### src/hw/rtl/rsws_pkg.sv
`timescale 1ns / 1ps
// Shared types and constants of the reservation station.
package rsws_pkg;

  // Default sizes
  localparam int unsigned EntriesDef   = 8;
  localparam int unsigned ValueBitsDef = 32;
  localparam int unsigned TagBitsDef   = 6;

  // Fixed field widths
  localparam int unsigned NOW_W = 16;
  localparam int unsigned LAT_W = 7;
  localparam int unsigned FIN_W = 17;

  localparam logic [LAT_W-1:0] LAT_RESET = LAT_W'(1);

  // APB register map: register i at byte address 4*i
  localparam int unsigned APB_DATA_W = 32;
  localparam int unsigned APB_ADDR_W = 3;
  localparam int unsigned REG_IDX_W  = 1;
  localparam logic [REG_IDX_W-1:0] REG_EXEC_LATENCY = REG_IDX_W'(0);

  typedef enum logic [1:0] {
    CMD_ISSUE   = 2'd0,
    CMD_BCAST   = 2'd1,
    CMD_EXEC    = 2'd2,
    CMD_RELEASE = 2'd3
  } rsws_cmd_e;

  // Control part of the transaction packet moving down the cell chain
  typedef struct packed {
    logic      vld;
    rsws_cmd_e cmd;
    logic      hit;       // issue claimed a slot / execute has a candidate
    logic      any_busy;  // OR of busy bits of the cells already passed
  } rsws_ctl_t;

  // Per-slot status seen by the top level
  typedef struct packed {
    logic busy;
    logic sched;
  } rsws_stat_t;

endpackage

### src/hw/rtl/rsws_if.sv
`timescale 1ns / 1ps
// Command and result channel interfaces of the reservation station.
interface rsws_in_if
  import rsws_pkg::*;
#(
  parameter int unsigned IDX_W      = 3,
  parameter int unsigned VALUE_BITS = ValueBitsDef,
  parameter int unsigned TAG_BITS   = TagBitsDef
);
  logic                  valid;
  logic                  ready;
  rsws_cmd_e             command;
  logic [NOW_W-1:0]      now;
  logic                  j_waiting;
  logic [TAG_BITS-1:0]   j_tag;
  logic [VALUE_BITS-1:0] j_value;
  logic                  k_waiting;
  logic [TAG_BITS-1:0]   k_tag;
  logic [VALUE_BITS-1:0] k_value;
  logic [TAG_BITS-1:0]   cdb_tag;
  logic [VALUE_BITS-1:0] cdb_value;
  logic [IDX_W-1:0]      slot;

  modport source (
    output valid, command, now, j_waiting, j_tag, j_value, k_waiting, k_tag, k_value,
           cdb_tag, cdb_value, slot,
    input  ready
  );
  modport sink (
    input  valid, command, now, j_waiting, j_tag, j_value, k_waiting, k_tag, k_value,
           cdb_tag, cdb_value, slot,
    output ready
  );
endinterface

interface rsws_out_if
  import rsws_pkg::*;
#(
  parameter int unsigned IDX_W      = 3,
  parameter int unsigned VALUE_BITS = ValueBitsDef
);
  logic                  valid;
  logic                  ready;
  logic                  index_valid;
  logic [IDX_W-1:0]      entry_index;
  logic [FIN_W-1:0]      finish_time;
  logic [VALUE_BITS-1:0] operand_j;
  logic [VALUE_BITS-1:0] operand_k;
  logic                  any_pending;

  modport source (
    output valid, index_valid, entry_index, finish_time, operand_j, operand_k, any_pending,
    input  ready
  );
  modport sink (
    input  valid, index_valid, entry_index, finish_time, operand_j, operand_k, any_pending,
    output ready
  );
endinterface

### src/hw/rtl/reservation_station_wakeup_select.sv
`timescale 1ns / 1ps
// Reservation station: a chain of slot cells that a command transaction walks
// through one cell per cycle. Issue claims the lowest free slot, broadcast
// wakes waiting sources with a matching tag, execute picks the oldest ready
// slot issued before now (lowest index on ties) and release frees a slot.
// Flow: a command is accepted only while the chain is empty; it passes
// cell 0 at the acceptance edge and then the register of each further
// cell on its way to the result register, so a new transaction is taken
// only once the last one has left the chain. The result register decouples
// the result side: a new command may be accepted while a result is still
// waiting to be taken, and a packet that reaches the end of the chain waits
// there until the result register frees up. exec_latency is written
// through the APB port (byte address 0); a value of 0 acts as 1. No
// clearing pass is needed after reset.
module reservation_station_wakeup_select
  import rsws_pkg::*;
#(
  parameter int unsigned ENTRIES    = EntriesDef,
  parameter int unsigned VALUE_BITS = ValueBitsDef,
  parameter int unsigned TAG_BITS   = TagBitsDef
) (
  input  logic                  clk_i,
  input  logic                  rst_ni,
  rsws_in_if.sink               in_i,
  rsws_out_if.source            out_o,
  input  logic                  psel,
  input  logic                  penable,
  input  logic                  pwrite,
  input  logic [APB_ADDR_W-1:0] paddr,
  input  logic [APB_DATA_W-1:0] pwdata,
  output logic [APB_DATA_W-1:0] prdata,
  output logic                  pready
);

  localparam int unsigned IDX_W = (ENTRIES > 1) ? $clog2(ENTRIES) : 1;

  // ---------------------------------------------------------------- config
  logic [LAT_W-1:0]     lat_q;
  logic [LAT_W-1:0]     lat_eff;
  logic [REG_IDX_W-1:0] reg_idx;
  logic                 cfg_wr;

  assign pready  = 1'b1;
  assign reg_idx = paddr[APB_ADDR_W-1:2];
  assign cfg_wr  = psel && penable && pwrite;
  assign prdata  = (reg_idx == REG_EXEC_LATENCY) ? APB_DATA_W'(lat_q) : '0;
  assign lat_eff = (lat_q == '0) ? LAT_W'(1) : lat_q;

  always_ff @(posedge clk_i or negedge rst_ni) begin
    if (!rst_ni) begin
      lat_q <= LAT_RESET;
    end else if (cfg_wr && (reg_idx == REG_EXEC_LATENCY)) begin
      lat_q <= pwdata[LAT_W-1:0];
    end
  end

  // ------------------------------------------------------------ cell chain
  rsws_ctl_t             ctl_w     [ENTRIES+1];
  logic [NOW_W-1:0]      now_w     [ENTRIES+1];
  logic                  jw_w      [ENTRIES+1];
  logic [TAG_BITS-1:0]   jt_w      [ENTRIES+1];
  logic [VALUE_BITS-1:0] jv_w      [ENTRIES+1];
  logic                  kw_w      [ENTRIES+1];
  logic [TAG_BITS-1:0]   kt_w      [ENTRIES+1];
  logic [VALUE_BITS-1:0] kv_w      [ENTRIES+1];
  logic [TAG_BITS-1:0]   cdb_tag_w [ENTRIES+1];
  logic [VALUE_BITS-1:0] cdb_val_w [ENTRIES+1];
  logic [IDX_W-1:0]      slot_w    [ENTRIES+1];
  logic [IDX_W-1:0]      idx_w     [ENTRIES+1];
  logic [NOW_W-1:0]      best_w    [ENTRIES+1];
  rsws_stat_t            stat_w    [ENTRIES];

  logic [ENTRIES-1:0] pkt_vec;    // packet position in the chain
  logic [ENTRIES-1:0] busy_vec;
  logic [ENTRIES-1:0] sched_vec;
  logic [ENTRIES-1:0] stall_vec;

  logic       in_acc;
  logic       stall;
  logic       done;
  logic       exec_hit;
  logic       out_valid_q;
  rsws_ctl_t  tail;

  assign in_i.ready = ~|pkt_vec;
  assign in_acc     = in_i.valid && in_i.ready;

  // chain head: a fresh packet; execute starts its search bound at now
  assign ctl_w[0].vld      = in_acc;
  assign ctl_w[0].cmd      = in_i.command;
  assign ctl_w[0].hit      = 1'b0;
  assign ctl_w[0].any_busy = 1'b0;
  assign now_w[0]          = in_i.now;
  assign jw_w[0]           = in_i.j_waiting;
  assign jt_w[0]           = in_i.j_tag;
  assign jv_w[0]           = in_i.j_value;
  assign kw_w[0]           = in_i.k_waiting;
  assign kt_w[0]           = in_i.k_tag;
  assign kv_w[0]           = in_i.k_value;
  assign cdb_tag_w[0]      = in_i.cdb_tag;
  assign cdb_val_w[0]      = in_i.cdb_value;
  assign slot_w[0]         = in_i.slot;
  assign idx_w[0]          = '0;
  assign best_w[0]         = in_i.now;

  // only the last cell holds its packet while the result register is full
  assign stall_vec = ENTRIES'(stall) << (ENTRIES - 1);

  for (genvar g = 0; g < ENTRIES; g++) begin : g_cell
    rsws_cell #(
      .IDX_W      (IDX_W),
      .VALUE_BITS (VALUE_BITS),
      .TAG_BITS   (TAG_BITS),
      .CELL_IDX   (g)
    ) u_cell (
      .clk_i       (clk_i),
      .rst_ni      (rst_ni),
      .stall_i     (stall_vec[g]),
      .sched_set_i (exec_hit),
      .sched_idx_i (idx_w[ENTRIES]),
      .ctl_i       (ctl_w[g]),
      .now_i       (now_w[g]),
      .jw_i        (jw_w[g]),
      .jt_i        (jt_w[g]),
      .jv_i        (jv_w[g]),
      .kw_i        (kw_w[g]),
      .kt_i        (kt_w[g]),
      .kv_i        (kv_w[g]),
      .cdb_tag_i   (cdb_tag_w[g]),
      .cdb_val_i   (cdb_val_w[g]),
      .slot_i      (slot_w[g]),
      .idx_i       (idx_w[g]),
      .best_i      (best_w[g]),
      .ctl_o       (ctl_w[g+1]),
      .now_o       (now_w[g+1]),
      .jw_o        (jw_w[g+1]),
      .jt_o        (jt_w[g+1]),
      .jv_o        (jv_w[g+1]),
      .kw_o        (kw_w[g+1]),
      .kt_o        (kt_w[g+1]),
      .kv_o        (kv_w[g+1]),
      .cdb_tag_o   (cdb_tag_w[g+1]),
      .cdb_val_o   (cdb_val_w[g+1]),
      .slot_o      (slot_w[g+1]),
      .idx_o       (idx_w[g+1]),
      .best_o      (best_w[g+1]),
      .stat_o      (stat_w[g])
    );
    assign pkt_vec[g]   = ctl_w[g+1].vld;
    assign busy_vec[g]  = stat_w[g].busy;
    assign sched_vec[g] = stat_w[g].sched;
  end

  // ----------------------------------------------------------- completion
  // The selected slot is marked scheduled when the packet leaves the chain,
  // after every cell has had its say.
  assign tail     = ctl_w[ENTRIES];
  assign stall    = tail.vld && out_valid_q && !out_o.ready;
  assign done     = tail.vld && !stall;
  assign exec_hit = done && (tail.cmd == CMD_EXEC) && tail.hit;

  logic [FIN_W-1:0]      fin;
  logic                  index_valid_q;
  logic [IDX_W-1:0]      entry_index_q;
  logic [FIN_W-1:0]      finish_time_q;
  logic [VALUE_BITS-1:0] operand_j_q, operand_k_q;
  logic                  any_pending_q;
  logic                  exec_sel;

  assign fin      = FIN_W'(now_w[ENTRIES]) + FIN_W'(lat_eff) - FIN_W'(1);
  assign exec_sel = (tail.cmd == CMD_EXEC) && tail.hit;

  always_ff @(posedge clk_i or negedge rst_ni) begin
    if (!rst_ni) begin
      out_valid_q <= 1'b0;
    end else if (done) begin
      out_valid_q <= 1'b1;
    end else if (out_o.ready) begin
      out_valid_q <= 1'b0;
    end
  end

  always_ff @(posedge clk_i) begin
    if (done) begin
      index_valid_q <= tail.hit;
      entry_index_q <= idx_w[ENTRIES];
      finish_time_q <= exec_sel ? fin : '0;
      operand_j_q   <= exec_sel ? jv_w[ENTRIES] : '0;
      operand_k_q   <= exec_sel ? kv_w[ENTRIES] : '0;
      any_pending_q <= tail.any_busy;
    end
  end

  assign out_o.valid       = out_valid_q;
  assign out_o.index_valid = index_valid_q;
  assign out_o.entry_index = entry_index_q;
  assign out_o.finish_time = finish_time_q;
  assign out_o.operand_j   = operand_j_q;
  assign out_o.operand_k   = operand_k_q;
  assign out_o.any_pending = any_pending_q;

  // ----------------------------------------------------------- assertions
  // at most one transaction travels the chain
  a_one_packet : assert property (@(posedge clk_i) disable iff (!rst_ni)
    $onehot0(pkt_vec))
    else $error("more than one transaction in the cell chain");

  // an execute pick is scheduled once it leaves the chain
  a_exec_sched : assert property (@(posedge clk_i) disable iff (!rst_ni)
    exec_hit |=> sched_vec[$past(idx_w[ENTRIES])])
    else $error("selected slot not marked scheduled");

  // a successful issue leaves the claimed slot busy
  a_issue_busy : assert property (@(posedge clk_i) disable iff (!rst_ni)
    (done && (tail.cmd == CMD_ISSUE) && tail.hit) |=> busy_vec[$past(idx_w[ENTRIES])])
    else $error("issued slot not busy");

  // with nothing in flight, the pending flag reflects the slot state
  a_pending : assert property (@(posedge clk_i) disable iff (!rst_ni)
    (out_valid_q && (pkt_vec == '0)) |-> (any_pending_q == (|busy_vec)))
    else $error("any_pending disagrees with busy slots");

endmodule

### src/hw/rtl/rsws_cell.sv
`timescale 1ns / 1ps
// One slot of the reservation station, acting on the packet passing through it.
module rsws_cell
  import rsws_pkg::*;
#(
  parameter int unsigned IDX_W      = 3,
  parameter int unsigned VALUE_BITS = ValueBitsDef,
  parameter int unsigned TAG_BITS   = TagBitsDef,
  parameter int unsigned CELL_IDX   = 0
) (
  input  logic                  clk_i,
  input  logic                  rst_ni,
  input  logic                  stall_i,
  input  logic                  sched_set_i,
  input  logic [IDX_W-1:0]      sched_idx_i,
  input  rsws_ctl_t             ctl_i,
  input  logic [NOW_W-1:0]      now_i,
  input  logic                  jw_i,
  input  logic [TAG_BITS-1:0]   jt_i,
  input  logic [VALUE_BITS-1:0] jv_i,
  input  logic                  kw_i,
  input  logic [TAG_BITS-1:0]   kt_i,
  input  logic [VALUE_BITS-1:0] kv_i,
  input  logic [TAG_BITS-1:0]   cdb_tag_i,
  input  logic [VALUE_BITS-1:0] cdb_val_i,
  input  logic [IDX_W-1:0]      slot_i,
  input  logic [IDX_W-1:0]      idx_i,
  input  logic [NOW_W-1:0]      best_i,
  output rsws_ctl_t             ctl_o,
  output logic [NOW_W-1:0]      now_o,
  output logic                  jw_o,
  output logic [TAG_BITS-1:0]   jt_o,
  output logic [VALUE_BITS-1:0] jv_o,
  output logic                  kw_o,
  output logic [TAG_BITS-1:0]   kt_o,
  output logic [VALUE_BITS-1:0] kv_o,
  output logic [TAG_BITS-1:0]   cdb_tag_o,
  output logic [VALUE_BITS-1:0] cdb_val_o,
  output logic [IDX_W-1:0]      slot_o,
  output logic [IDX_W-1:0]      idx_o,
  output logic [NOW_W-1:0]      best_o,
  output rsws_stat_t            stat_o
);

  localparam logic [IDX_W-1:0] MY_IDX = IDX_W'(CELL_IDX);

  // slot state
  logic                  busy_q, busy_d, sched_q, sched_d;
  logic                  jw_q, jw_d, kw_q, kw_d;
  logic [NOW_W-1:0]      itime_q, itime_d;
  logic [TAG_BITS-1:0]   jt_q, jt_d, kt_q, kt_d;
  logic [VALUE_BITS-1:0] jv_q, jv_d, kv_q, kv_d;

  // outgoing packet
  rsws_ctl_t             p_ctl_q, p_ctl_d;
  logic [IDX_W-1:0]      p_idx_q, p_idx_d;
  logic [NOW_W-1:0]      p_best_q, p_best_d;
  logic [VALUE_BITS-1:0] p_jv_q, p_jv_d, p_kv_q, p_kv_d;
  logic [NOW_W-1:0]      p_now_q;
  logic                  p_jw_q, p_kw_q;
  logic [TAG_BITS-1:0]   p_jt_q, p_kt_q, p_cdb_tag_q;
  logic [VALUE_BITS-1:0] p_cdb_val_q;
  logic [IDX_W-1:0]      p_slot_q;

  logic ready_src;

  assign ready_src = busy_q && !sched_q && !jw_q && !kw_q;

  always_comb begin
    busy_d   = busy_q;
    sched_d  = sched_q;
    jw_d     = jw_q;
    kw_d     = kw_q;
    itime_d  = itime_q;
    jt_d     = jt_q;
    jv_d     = jv_q;
    kt_d     = kt_q;
    kv_d     = kv_q;
    p_ctl_d  = ctl_i;
    p_idx_d  = idx_i;
    p_best_d = best_i;
    p_jv_d   = jv_i;
    p_kv_d   = kv_i;
    if (ctl_i.vld) begin
      unique case (ctl_i.cmd)
        CMD_ISSUE: begin
          if (!ctl_i.hit && !busy_q) begin
            busy_d      = 1'b1;
            sched_d     = 1'b0;
            itime_d     = now_i;
            jw_d        = jw_i;
            jt_d        = jt_i;
            jv_d        = jv_i;
            kw_d        = kw_i;
            kt_d        = kt_i;
            kv_d        = kv_i;
            p_ctl_d.hit = 1'b1;
            p_idx_d     = MY_IDX;
          end
        end
        CMD_BCAST: begin
          if (busy_q && !sched_q) begin
            if (jw_q && (jt_q == cdb_tag_i)) begin
              jw_d = 1'b0;
              jv_d = cdb_val_i;
            end
            if (kw_q && (kt_q == cdb_tag_i)) begin
              kw_d = 1'b0;
              kv_d = cdb_val_i;
            end
          end
        end
        CMD_EXEC: begin
          // strict compare: earlier cells win ties
          if (ready_src && (itime_q < best_i)) begin
            p_ctl_d.hit = 1'b1;
            p_idx_d     = MY_IDX;
            p_best_d    = itime_q;
            p_jv_d      = jv_q;
            p_kv_d      = kv_q;
          end
        end
        CMD_RELEASE: begin
          if (slot_i == MY_IDX) begin
            busy_d  = 1'b0;
            sched_d = 1'b0;
          end
        end
      endcase
    end
    if (sched_set_i && (sched_idx_i == MY_IDX)) begin
      sched_d = 1'b1;
    end
    p_ctl_d.any_busy = ctl_i.any_busy | busy_d;
  end

  always_ff @(posedge clk_i or negedge rst_ni) begin
    if (!rst_ni) begin
      busy_q  <= 1'b0;
      sched_q <= 1'b0;
      jw_q    <= 1'b0;
      kw_q    <= 1'b0;
      p_ctl_q <= '0;
    end else begin
      busy_q  <= busy_d;
      sched_q <= sched_d;
      jw_q    <= jw_d;
      kw_q    <= kw_d;
      if (!stall_i) begin
        p_ctl_q <= p_ctl_d;
      end
    end
  end

  always_ff @(posedge clk_i) begin
    itime_q <= itime_d;
    jt_q    <= jt_d;
    jv_q    <= jv_d;
    kt_q    <= kt_d;
    kv_q    <= kv_d;
    if (!stall_i) begin
      p_idx_q     <= p_idx_d;
      p_best_q    <= p_best_d;
      p_jv_q      <= p_jv_d;
      p_kv_q      <= p_kv_d;
      p_now_q     <= now_i;
      p_jw_q      <= jw_i;
      p_jt_q      <= jt_i;
      p_kw_q      <= kw_i;
      p_kt_q      <= kt_i;
      p_cdb_tag_q <= cdb_tag_i;
      p_cdb_val_q <= cdb_val_i;
      p_slot_q    <= slot_i;
    end
  end

  assign ctl_o     = p_ctl_q;
  assign now_o     = p_now_q;
  assign jw_o      = p_jw_q;
  assign jt_o      = p_jt_q;
  assign jv_o      = p_jv_q;
  assign kw_o      = p_kw_q;
  assign kt_o      = p_kt_q;
  assign kv_o      = p_kv_q;
  assign cdb_tag_o = p_cdb_tag_q;
  assign cdb_val_o = p_cdb_val_q;
  assign slot_o    = p_slot_q;
  assign idx_o     = p_idx_q;
  assign best_o    = p_best_q;

  assign stat_o.busy  = busy_q;
  assign stat_o.sched = sched_q;

endmodule

### src/flat_wrapper.sv
// flat-port wrapper written by rule: the top's interface ports become plain ports
module reservation_station_wakeup_select_flat import rsws_pkg::*;
#(
  parameter int unsigned ENTRIES    = EntriesDef,
  parameter int unsigned VALUE_BITS = ValueBitsDef,
  parameter int unsigned TAG_BITS   = TagBitsDef
)
  (clk_i, rst_ni, psel, penable, pwrite, paddr, pwdata, prdata, pready, in_i_valid, in_i_command, in_i_now, in_i_j_waiting, in_i_j_tag, in_i_j_value, in_i_k_waiting, in_i_k_tag, in_i_k_value, in_i_cdb_tag, in_i_cdb_value, in_i_slot, in_i_ready, out_o_valid, out_o_index_valid, out_o_entry_index, out_o_finish_time, out_o_operand_j, out_o_operand_k, out_o_any_pending, out_o_ready);
  rsws_in_if #(.IDX_W((3)), .VALUE_BITS(VALUE_BITS), .TAG_BITS(TAG_BITS)) in_i_i ();
  rsws_out_if #(.IDX_W((3)), .VALUE_BITS(VALUE_BITS)) out_o_i ();
  input  logic clk_i;
  input  logic rst_ni;
  input  logic psel;
  input  logic penable;
  input  logic pwrite;
  input  logic [APB_ADDR_W-1:0] paddr;
  input  logic [APB_DATA_W-1:0] pwdata;
  output logic [APB_DATA_W-1:0] prdata;
  output logic pready;
  input wire logic [$bits(in_i_i.valid)-1:0] in_i_valid;
  input wire logic [$bits(in_i_i.command)-1:0] in_i_command;
  input wire logic [$bits(in_i_i.now)-1:0] in_i_now;
  input wire logic [$bits(in_i_i.j_waiting)-1:0] in_i_j_waiting;
  input wire logic [$bits(in_i_i.j_tag)-1:0] in_i_j_tag;
  input wire logic [$bits(in_i_i.j_value)-1:0] in_i_j_value;
  input wire logic [$bits(in_i_i.k_waiting)-1:0] in_i_k_waiting;
  input wire logic [$bits(in_i_i.k_tag)-1:0] in_i_k_tag;
  input wire logic [$bits(in_i_i.k_value)-1:0] in_i_k_value;
  input wire logic [$bits(in_i_i.cdb_tag)-1:0] in_i_cdb_tag;
  input wire logic [$bits(in_i_i.cdb_value)-1:0] in_i_cdb_value;
  input wire logic [$bits(in_i_i.slot)-1:0] in_i_slot;
  output wire logic [$bits(in_i_i.ready)-1:0] in_i_ready;
  output wire logic [$bits(out_o_i.valid)-1:0] out_o_valid;
  output wire logic [$bits(out_o_i.index_valid)-1:0] out_o_index_valid;
  output wire logic [$bits(out_o_i.entry_index)-1:0] out_o_entry_index;
  output wire logic [$bits(out_o_i.finish_time)-1:0] out_o_finish_time;
  output wire logic [$bits(out_o_i.operand_j)-1:0] out_o_operand_j;
  output wire logic [$bits(out_o_i.operand_k)-1:0] out_o_operand_k;
  output wire logic [$bits(out_o_i.any_pending)-1:0] out_o_any_pending;
  input wire logic [$bits(out_o_i.ready)-1:0] out_o_ready;
  assign in_i_i.valid = in_i_valid;
  assign in_i_i.command = in_i_command;
  assign in_i_i.now = in_i_now;
  assign in_i_i.j_waiting = in_i_j_waiting;
  assign in_i_i.j_tag = in_i_j_tag;
  assign in_i_i.j_value = in_i_j_value;
  assign in_i_i.k_waiting = in_i_k_waiting;
  assign in_i_i.k_tag = in_i_k_tag;
  assign in_i_i.k_value = in_i_k_value;
  assign in_i_i.cdb_tag = in_i_cdb_tag;
  assign in_i_i.cdb_value = in_i_cdb_value;
  assign in_i_i.slot = in_i_slot;
  assign in_i_ready = in_i_i.ready;
  assign out_o_valid = out_o_i.valid;
  assign out_o_index_valid = out_o_i.index_valid;
  assign out_o_entry_index = out_o_i.entry_index;
  assign out_o_finish_time = out_o_i.finish_time;
  assign out_o_operand_j = out_o_i.operand_j;
  assign out_o_operand_k = out_o_i.operand_k;
  assign out_o_any_pending = out_o_i.any_pending;
  assign out_o_i.ready = out_o_ready;
  reservation_station_wakeup_select #(.ENTRIES(ENTRIES), .VALUE_BITS(VALUE_BITS), .TAG_BITS(TAG_BITS)) u_core (.clk_i(clk_i), .rst_ni(rst_ni), .in_i(in_i_i), .out_o(out_o_i), .psel(psel), .penable(penable), .pwrite(pwrite), .paddr(paddr), .pwdata(pwdata), .prdata(prdata), .pready(pready));
endmodule
### config.mk
export PLATFORM = sky130hd
export DESIGN_NAME = reservation_station_wakeup_select_flat
export DESIGN_NICKNAME = d
export VERILOG_FILES = /design/src/hw/rtl/rsws_pkg.sv /design/src/hw/rtl/rsws_if.sv /design/src/hw/rtl/reservation_station_wakeup_select.sv /design/src/hw/rtl/rsws_cell.sv /design/src/flat_wrapper.sv
export SDC_FILE = /design/constraint.sdc
export NUM_CORES = 2
export LEC_CHECK = 0
export BUFFER_PORTS_ARGS = -buffer_cell sky130_fd_sc_hd__buf_2
export CORE_UTILIZATION = 39
export DETAILED_ROUTE_END_ITERATION = 10
export PLACE_DENSITY = 0.62
export SLEW_MARGIN = 10
export SYNTH_ARGS = -nofsm -noshare
export SYNTH_HDL_FRONTEND = slang
export SYNTH_SLANG_ARGS = --single-unit
### constraint.sdc
create_clock -name clk_i -period 5.1 [get_ports clk_i]
set_input_delay 0.51 -clock clk_i [delete_from_list [all_inputs] [get_ports clk_i]]
set_output_delay 0.51 -clock clk_i [all_outputs]
set_load 0.05 [all_outputs]
* Word-level counts from Yosys, hierarchy flattened
Index checks and enable logic that the tools add are counted.
Operators by class: eq/ne operators 104, multiplexer cells 329, bitwise logic cells 9, reduce and logical (&&, ||, !) cells 185, magnitude comparators 8, add/sub/neg operators 2
Operators by type and width (count):
- $mux 32 | 96
- $pmux 32 s2 | 16
- $mux 16 | 21
- $mux 1 | 129
- $lt 16x16->1 | 8
- $eq 6x6->1 | 16
- $pmux 1 s2 | 41
- $reduce_and 5->1 | 16
- $logic_and 1x1->1 | 73
- $ne 2x2->1 const B | 33
- $mux 3 | 18
- $ne 3x3->1 const B | 16
- $logic_not 1->1 | 41
- $pmux 3 s2 | 6
- $reduce_bool 2->1 | 18
- $eq 2x2->1 const B | 17
- $reduce_and 4->1 | 8
- $reduce_and 3->1 | 9
- $eq 3x3->1 const B | 8
- $reduce_bool 3->1 | 8
- $add 16x7->17 | 1
- $sub 17x1->17 const B | 1
- $eq 2x1->1 const B | 8
- $logic_not 2->1 | 8
- 8 further kinds | 21
Word-level totals: output and inout bits 121, flip-flop bits (word level) 2059, word-level logic and storage cells 835, input port bits 179

* Logic depth before layout (Yosys ltp)
word-level depth 9, gate-level depth with buffers 12, depth with buffers taken out 12

* By module
Synthesis repeated with hierarchy kept, for this count alone.
Unflattened totals: cells, all modules 5513, area, all modules 87943.1 µm²
By module, submodules not included:
- rsws_cell (u_core.g_cell[4].u_cell) | area an instance 10586.4 µm², seq. area each 7612.3 µm², times used 1, cells an instance 644
- rsws_cell (u_core.g_cell[2].u_cell) | area an instance 10572.6 µm², seq. area each 7612.3 µm², times used 1, cells an instance 640
- rsws_cell (u_core.g_cell[0].u_cell) | area an instance 10496.3 µm², seq. area each 7612.3 µm², times used 1, cells an instance 637
- rsws_cell (u_core.g_cell[7].u_cell) | area an instance 10472.5 µm², seq. area each 7612.3 µm², times used 1, cells an instance 638
- rsws_cell (u_core.g_cell[1].u_cell) | area an instance 10460.0 µm², seq. area each 7612.3 µm², times used 1, cells an instance 643
- rsws_cell (u_core.g_cell[6].u_cell) | area an instance 10206.0 µm², seq. area each 7612.3 µm², times used 1, cells an instance 639
- rsws_cell (u_core.g_cell[5].u_cell) | area an instance 10203.5 µm², seq. area each 7612.3 µm², times used 1, cells an instance 639
- rsws_cell (u_core.g_cell[3].u_cell) | area an instance 10198.5 µm², seq. area each 7612.3 µm², times used 1, cells an instance 638
- reservation_station_wakeup_select | area an instance 4747.1 µm², seq. area each 2783.9 µm², times used 1, cells an instance 395

* Least setup slack after synthesis
No wires, ideal clock.
path kind flip-flop to flip-flop, from register u_core.g_cell[2].u_cell.p_ctl_q, in the netlist u_core.g_cell[2].u_cell.ctl_o[4], to register u_core.g_cell[0].u_cell.itime_q[0] (enable), arrival time 4365 ps, buffers on the path 0, period minus slack after synthesis 4858 ps, setup slack 242 ps, required time 4607 ps, library setup time 493 ps, stages on the path, launching flop included 5, path through dfrtp_1 or4_1 nor2_4 nand2_2 nor4_1
On the way: longest elaborated chain between the ends 4
RTL lines:
- start: declaration | RTL line rsws_cell.sv:55 | rsws_ctl_t p_ctl_q, p_ctl_d;
- start signal: assignment | RTL line rsws_cell.sv:150 | p_ctl_q <= p_ctl_d;
- $reduce_or 8->1 | RTL line reservation_station_wakeup_select.sv:85 | assign in_i.ready = ~|pkt_vec;
- $logic_not 1->1 | RTL line reservation_station_wakeup_select.sv:85
- net in_i_ready | RTL line flat_wrapper.sv:32 | output wire logic [$bits(in_i_i.ready)-1:0] in_i_ready;
- $logic_and 1x1->1 | RTL line reservation_station_wakeup_select.sv:86 | assign in_acc = in_i.valid && in_i.ready;
- $reduce_and 3->1 (no source line)
- end signal: assignment | RTL line rsws_cell.sv:156 | itime_q <= itime_d;
- end: declaration | RTL line rsws_cell.sv:50 | logic [NOW_W-1:0] itime_q, itime_d;
The timed path passes the listed nets, and every way through them passes these cells. A chain may end at the register's enable or synchronous reset.

* Final worst setup path
from register u_core.g_cell[4].u_cell.itime_q[2], to register u_core.g_cell[4].u_cell.p_jv_q[19]
On the way: longest elaborated chain between the ends 5
RTL lines:
- start: declaration | RTL line rsws_cell.sv:50
- start signal: assignment | RTL line rsws_cell.sv:156
- $lt 16x16->1 | RTL line rsws_cell.sv:115 | if (ready_src && (itime_q < best_i)) begin
- $logic_and 1x1->1 | RTL line rsws_cell.sv:115
- $mux 32 | RTL line rsws_cell.sv:115
- $mux 32 | RTL line rsws_cell.sv:85 | unique case (ctl_i.cmd)
- $mux 32 | RTL line rsws_cell.sv:84 | if (ctl_i.vld) begin
- net u_core.g_cell[4].u_cell.p_jv_d[19] | RTL line rsws_cell.sv:58 | logic [VALUE_BITS-1:0] p_jv_q, p_jv_d, p_kv_q, p_kv_d;
- end signal: assignment | RTL line rsws_cell.sv:164 | p_jv_q <= p_jv_d;
- end: declaration | RTL line rsws_cell.sv:58
The timed path passes the listed nets, and every way through them passes these cells.

==> results.py <==
metrics = {
    "clock_tree": {
        "postCtsResizedCells": 0,
        "tritoncts": "built",
        "clk-insertion-delay-late_ps": 810,
        "cts.clk_slew.worst_paths_ps": 60,
        "root_buffer": "clkbuf_16",
        "clk_path_buf_depth": 3,
        "cts_made_buffers": 190,
        "cts.sinks": 2055,
        "htree_levels": 4,
    },
    "placement": {
        "portBuffers": 246,
        "dp_slack_ps": 1570,
        "dp_hpwl_um": 93700,
        "place_congestion": 0.809,
    },
    "power": {
        "pwr-share-seq_pct": 52.4,
        "total_power_mw": 37.6,
        "clkPwrFrac_pct": 38.1,
        "p_int_mw": 28.6,
        "switching_share_pct": 24.0,
        "p_leak_nw": 34.6,
        "comb_power_share_pct": 9.5,
        "p_switching_mw": 9.01,
        "power_density_mw_per_mm2": 447,
        "vdd_drop_max_v": 0.000270,
    },
    "outcome": {
        "status": "finished clean",
    },
    "global_routing": {
        "grt_max_degree": 102,
        "track_usage_pct": 14.3,
        "grt-ovfl-total": 0,
        "first_global_vias": 37400,
        "antenna_found_initial": 14,
        "grt_pass1_wl_um": 211000,
    },
    "critical_path": {
        "end_kind": "flop",
        "cp_max_fo": 66,
        "crit_type": "flop to flop",
        "start_kind": "flop",
        "critPathArrivalTime_ps": 4150,
        "cp.required_ps": 5780,
        "ff2ff_setup_slack_ps": 1620,
    },
    "floorplan": {
        "start_util_pct": 39.4,
        "dieArea_mm2": 0.187,
        "dieWidth_um": 432,
        "io_pins": 300,
        "core_mm2": 0.183,
        "fp-row-count": 157,
        "die_h_um": 432,
    },
    "synthesis": {
        "synth_top_cell_area_share_pct": 37.6,
        "ys_types": 71,
        "ys_seq_elements": 2055,
        "synth_edf_count": 905,
        "synthFlopType": "dfxtp_1",
        "synth_top_area_cell": "edfxtp_1",
        "ys.warnings.count": 0,
        "synthCells": 5254,
        "async_reset_ff_share_pct": 3.84,
        "postSynthAreaPerCell_um2": 13.7,
        "synth.cell_area_mm2": 0.0722,
        "ys_seq_area_share_pct": 70.1,
        "synthTopCellsByArea": "edfxtp_1, dfxtp_1, mux2_2",
    },
    "final_layout": {
        "syn2layout_area_growth_pct": 16.6,
        "layout-drive-gt1-share_pct": 21.8,
        "regArea_mm2": 0.0506,
        "multiInputGateArea_mm2": 0.0184,
        "fill_cells": 16100,
        "num-nets-final": 6063,
    },
    "worst_hold_path": {
        "hp-class": "primary input to flop",
    },
    "sta": {
        "post-route-min-period_ps": 3480,
        "rsz0062_at_grt": "false",
        "slew-limit-headroom_pct": 19.3,
        "final.setup.tns_ps": 0,
        "max_freq_mhz": 288,
        "worst_slack_ps": 1620,
        "period_share_pct": 68.2,
        "finalSetupViolCount": 0,
        "drv_slew": 0,
        "hold_viol_final": 0,
        "skew_ps": 29.7,
        "tightest_slew_ps": 1210,
    },
    "detailed_routing": {
        "wl_per_cell_um": 16.0,
        "drcViolationCount": 0,
        "vias": 37200,
        "ant_nets": 0,
        "finalWirelength_um": 134000,
        "drtPass1Iterations": 6,
        "routed_via_density": 4.45,
        "drt-initial-drc-count": 2251,
    },
    "flow_run": {
        "max_cap_violations": 0,
    },
}
power by group through the flow:
| stage | Combinational [mW] | Sequential (mW) | Clock (mW) |
|---|---|---|---|
| 3_3_place_gp | 3.42 | 20.0 | 0 |
| 4_1_cts | 3.64 | 19.7 | 14.7 |
| 6_report | 3.59 | 19.7 | 14.3 |
| 5_1_grt | 3.99 | 19.9 | 15.3 |
| 3_5_place_dp | 3.51 | 20.1 | 0 |
| 2_1_floorplan | 2.22 | 20.1 | 0 |
path summary, 6_finish.rpt:
kind	start	endpoint	cells after the start
setup / recovery	u_core.g_cell[4].u_cell.itime_q[2]$_DFFE_PP_	u_core.g_cell[4].u_cell.jv_o[19]$_DFF_P_	8
hold / removal	in_i_valid	u_core.g_cell[0].u_cell.ctl_o[4]$_DFF_PN0_	3
setup reg to reg	u_core.g_cell[4].u_cell.itime_q[2]$_DFFE_PP_	u_core.g_cell[4].u_cell.jv_o[19]$_DFF_P_	8
hold reg to reg	u_core.g_cell[5].u_cell.cdb_val_o[12]$_DFF_P_	u_core.g_cell[6].u_cell.cdb_val_o[12]$_DFF_P_	0
max in group asynchronous	rst_ni	u_core.g_cell[6].u_cell.ctl_o[3]$_DFF_PN0_	3
min in group asynchronous	rst_ni	u_core.g_cell[1].u_cell.kw_q$_DFFE_PN0P_	2
state kept, by name (all words and copies together), names as in the netlist, 40 cells and up:
register / flops
u_core.g_cell.u_cell.jt_q: 48
u_core.g_cell.u_cell.kt_q: 48
u_core.g_cell.u_cell.jv_q: 256
u_core.g_cell.u_cell.kv_o: 256
u_core.g_cell.u_cell.ctl_o: 40
u_core.g_cell.u_cell.best_o: 112
u_core.g_cell.u_cell.jv_o: 256
u_core.g_cell.u_cell.cdb_val_o: 224
u_core.g_cell.u_cell.now_o: 128
u_core.g_cell.u_cell.itime_q: 128
u_core.g_cell.u_cell.kv_q: 256
u_core.g_cell.u_cell.jt_o: 42
u_core.g_cell.u_cell.kt_o: 42
u_core.g_cell.u_cell.cdb_tag_o: 42
cells in the mapped netlist (15+ instances only):
library cell	instances
buf_1	17
mux2_4	157
inv_1	660
xnor2_1	47
o21ai_0	513
and2_1	73
mux2_2	477
xor2_1	57
nor2_1	55
a21o_1	24
nor2b_1	19
nand2b_1	15
buf_4	26
dfxtp_1	1071
buf_2	35
ha_1	170
nand4_1	23
nand2_1	448
or4_1	15
clkbuf_1	100
edfxtp_1	905
a21oi_1	68
dfrtp_1	78
nor3_1	24
metrics by stage:
step                      hold WS (ps)  cells  util [%]  cell area (um^2)
after detailed placement           336   7836      41.5             76200
after global placement             332   7836      41.5             76200
after CTS                         36.7   8343      45.8             84100
final                              120   8353      45.9             84200
after floorplan                    214   5278         -             72300
after global routing              87.5   8349      45.9             84200
timing repair:
item                                   4_1_cts  5_1_grt
endpoints found under the hold margin      269        0
hold buffers                               146        0
setup endpoints to repair                    0        0
setup buffers                                0        0
cell families after synthesis:
group | count (synthesis) | synth area share (%)
flip-flops | 2055 | 70.1
buffers and inverters | 855 | 4.93
AND/OR/NAND/NOR | 736 | 4.70
AO/OA/AOI/OAI | 696 | 5.35
multiplexers | 635 | 10.7
adder cells (fa/ha/maj) | 171 | 2.97
XOR/XNOR | 104 | 1.26
other | 2 | 0.0104
final cells by class:
cell class | count | share of cell area, %
antenna | 7 | 0.0208
sequential | 2055 | 60.1
multi-input combinational | 2368 | 21.8
tap | 2464 | 3.66
inverter | 660 | 2.94
clock buffer | 278 | 6.74
clock inverter | 83 | 0.973
timing repair buffer | 438 | 3.72
metal layers:
metal / up-vias / GRT usage (%) / share of wire, %
met5: - / 0 / 0
met4: 0 / 4.11 / 2.0
met3: 199 / 2.45 / 4.2
met2: 684 / 20.4 / 40
met1: 17500 / 22.0 / 54
li1: 18800 / - / -
critical path, stage by stage (launching register included):
cell and delay (ps):
edfxtp_1 390, ha_1 320, a21oi_1 140, o21ai_0 110
a221oi_1 480, o21a_1 210, nand4_1 770, buf_12 510
mux2_2 340
placed cells by master, fill, tap and decap left out, types with 8 or more instances in the layout:
| master | count |
|---|---|
| bufinv_16 | 11 |
| dfrtp_1 | 78 |
| or4_1 | 15 |
| clkinv_2 | 37 |
| nor2b_1 | 18 |
| mux2_4 | 157 |
| clkbuf_1 | 44 |
| ha_1 | 163 |
| conb_1 | 26 |
| nor3b_1 | 11 |
| buf_2 | 245 |
| mux2_2 | 477 |
| edfxtp_1 | 905 |
| xnor2_1 | 47 |
| o21ai_0 | 513 |
| a21oi_1 | 54 |
| clkbuf_8 | 31 |
| nand2_1 | 447 |
| clkbuf_16 | 203 |
| clkinv_1 | 11 |
| xor2_1 | 57 |
| nor2_1 | 54 |
| a21oi_4 | 14 |
| inv_1 | 660 |
| nand3_1 | 8 |
| a211oi_1 | 13 |
| buf_4 | 40 |
| nor3_1 | 22 |
| nand2b_1 | 14 |
| a21o_1 | 24 |
| and2_1 | 72 |
| dlygate4sd3_1 | 146 |
| nand4_1 | 23 |
| inv_6 | 9 |
| dfxtp_1 | 1071 |
| o2bb2ai_1 | 14 |
Note: power is estimated with default switching activity, not from simulation.
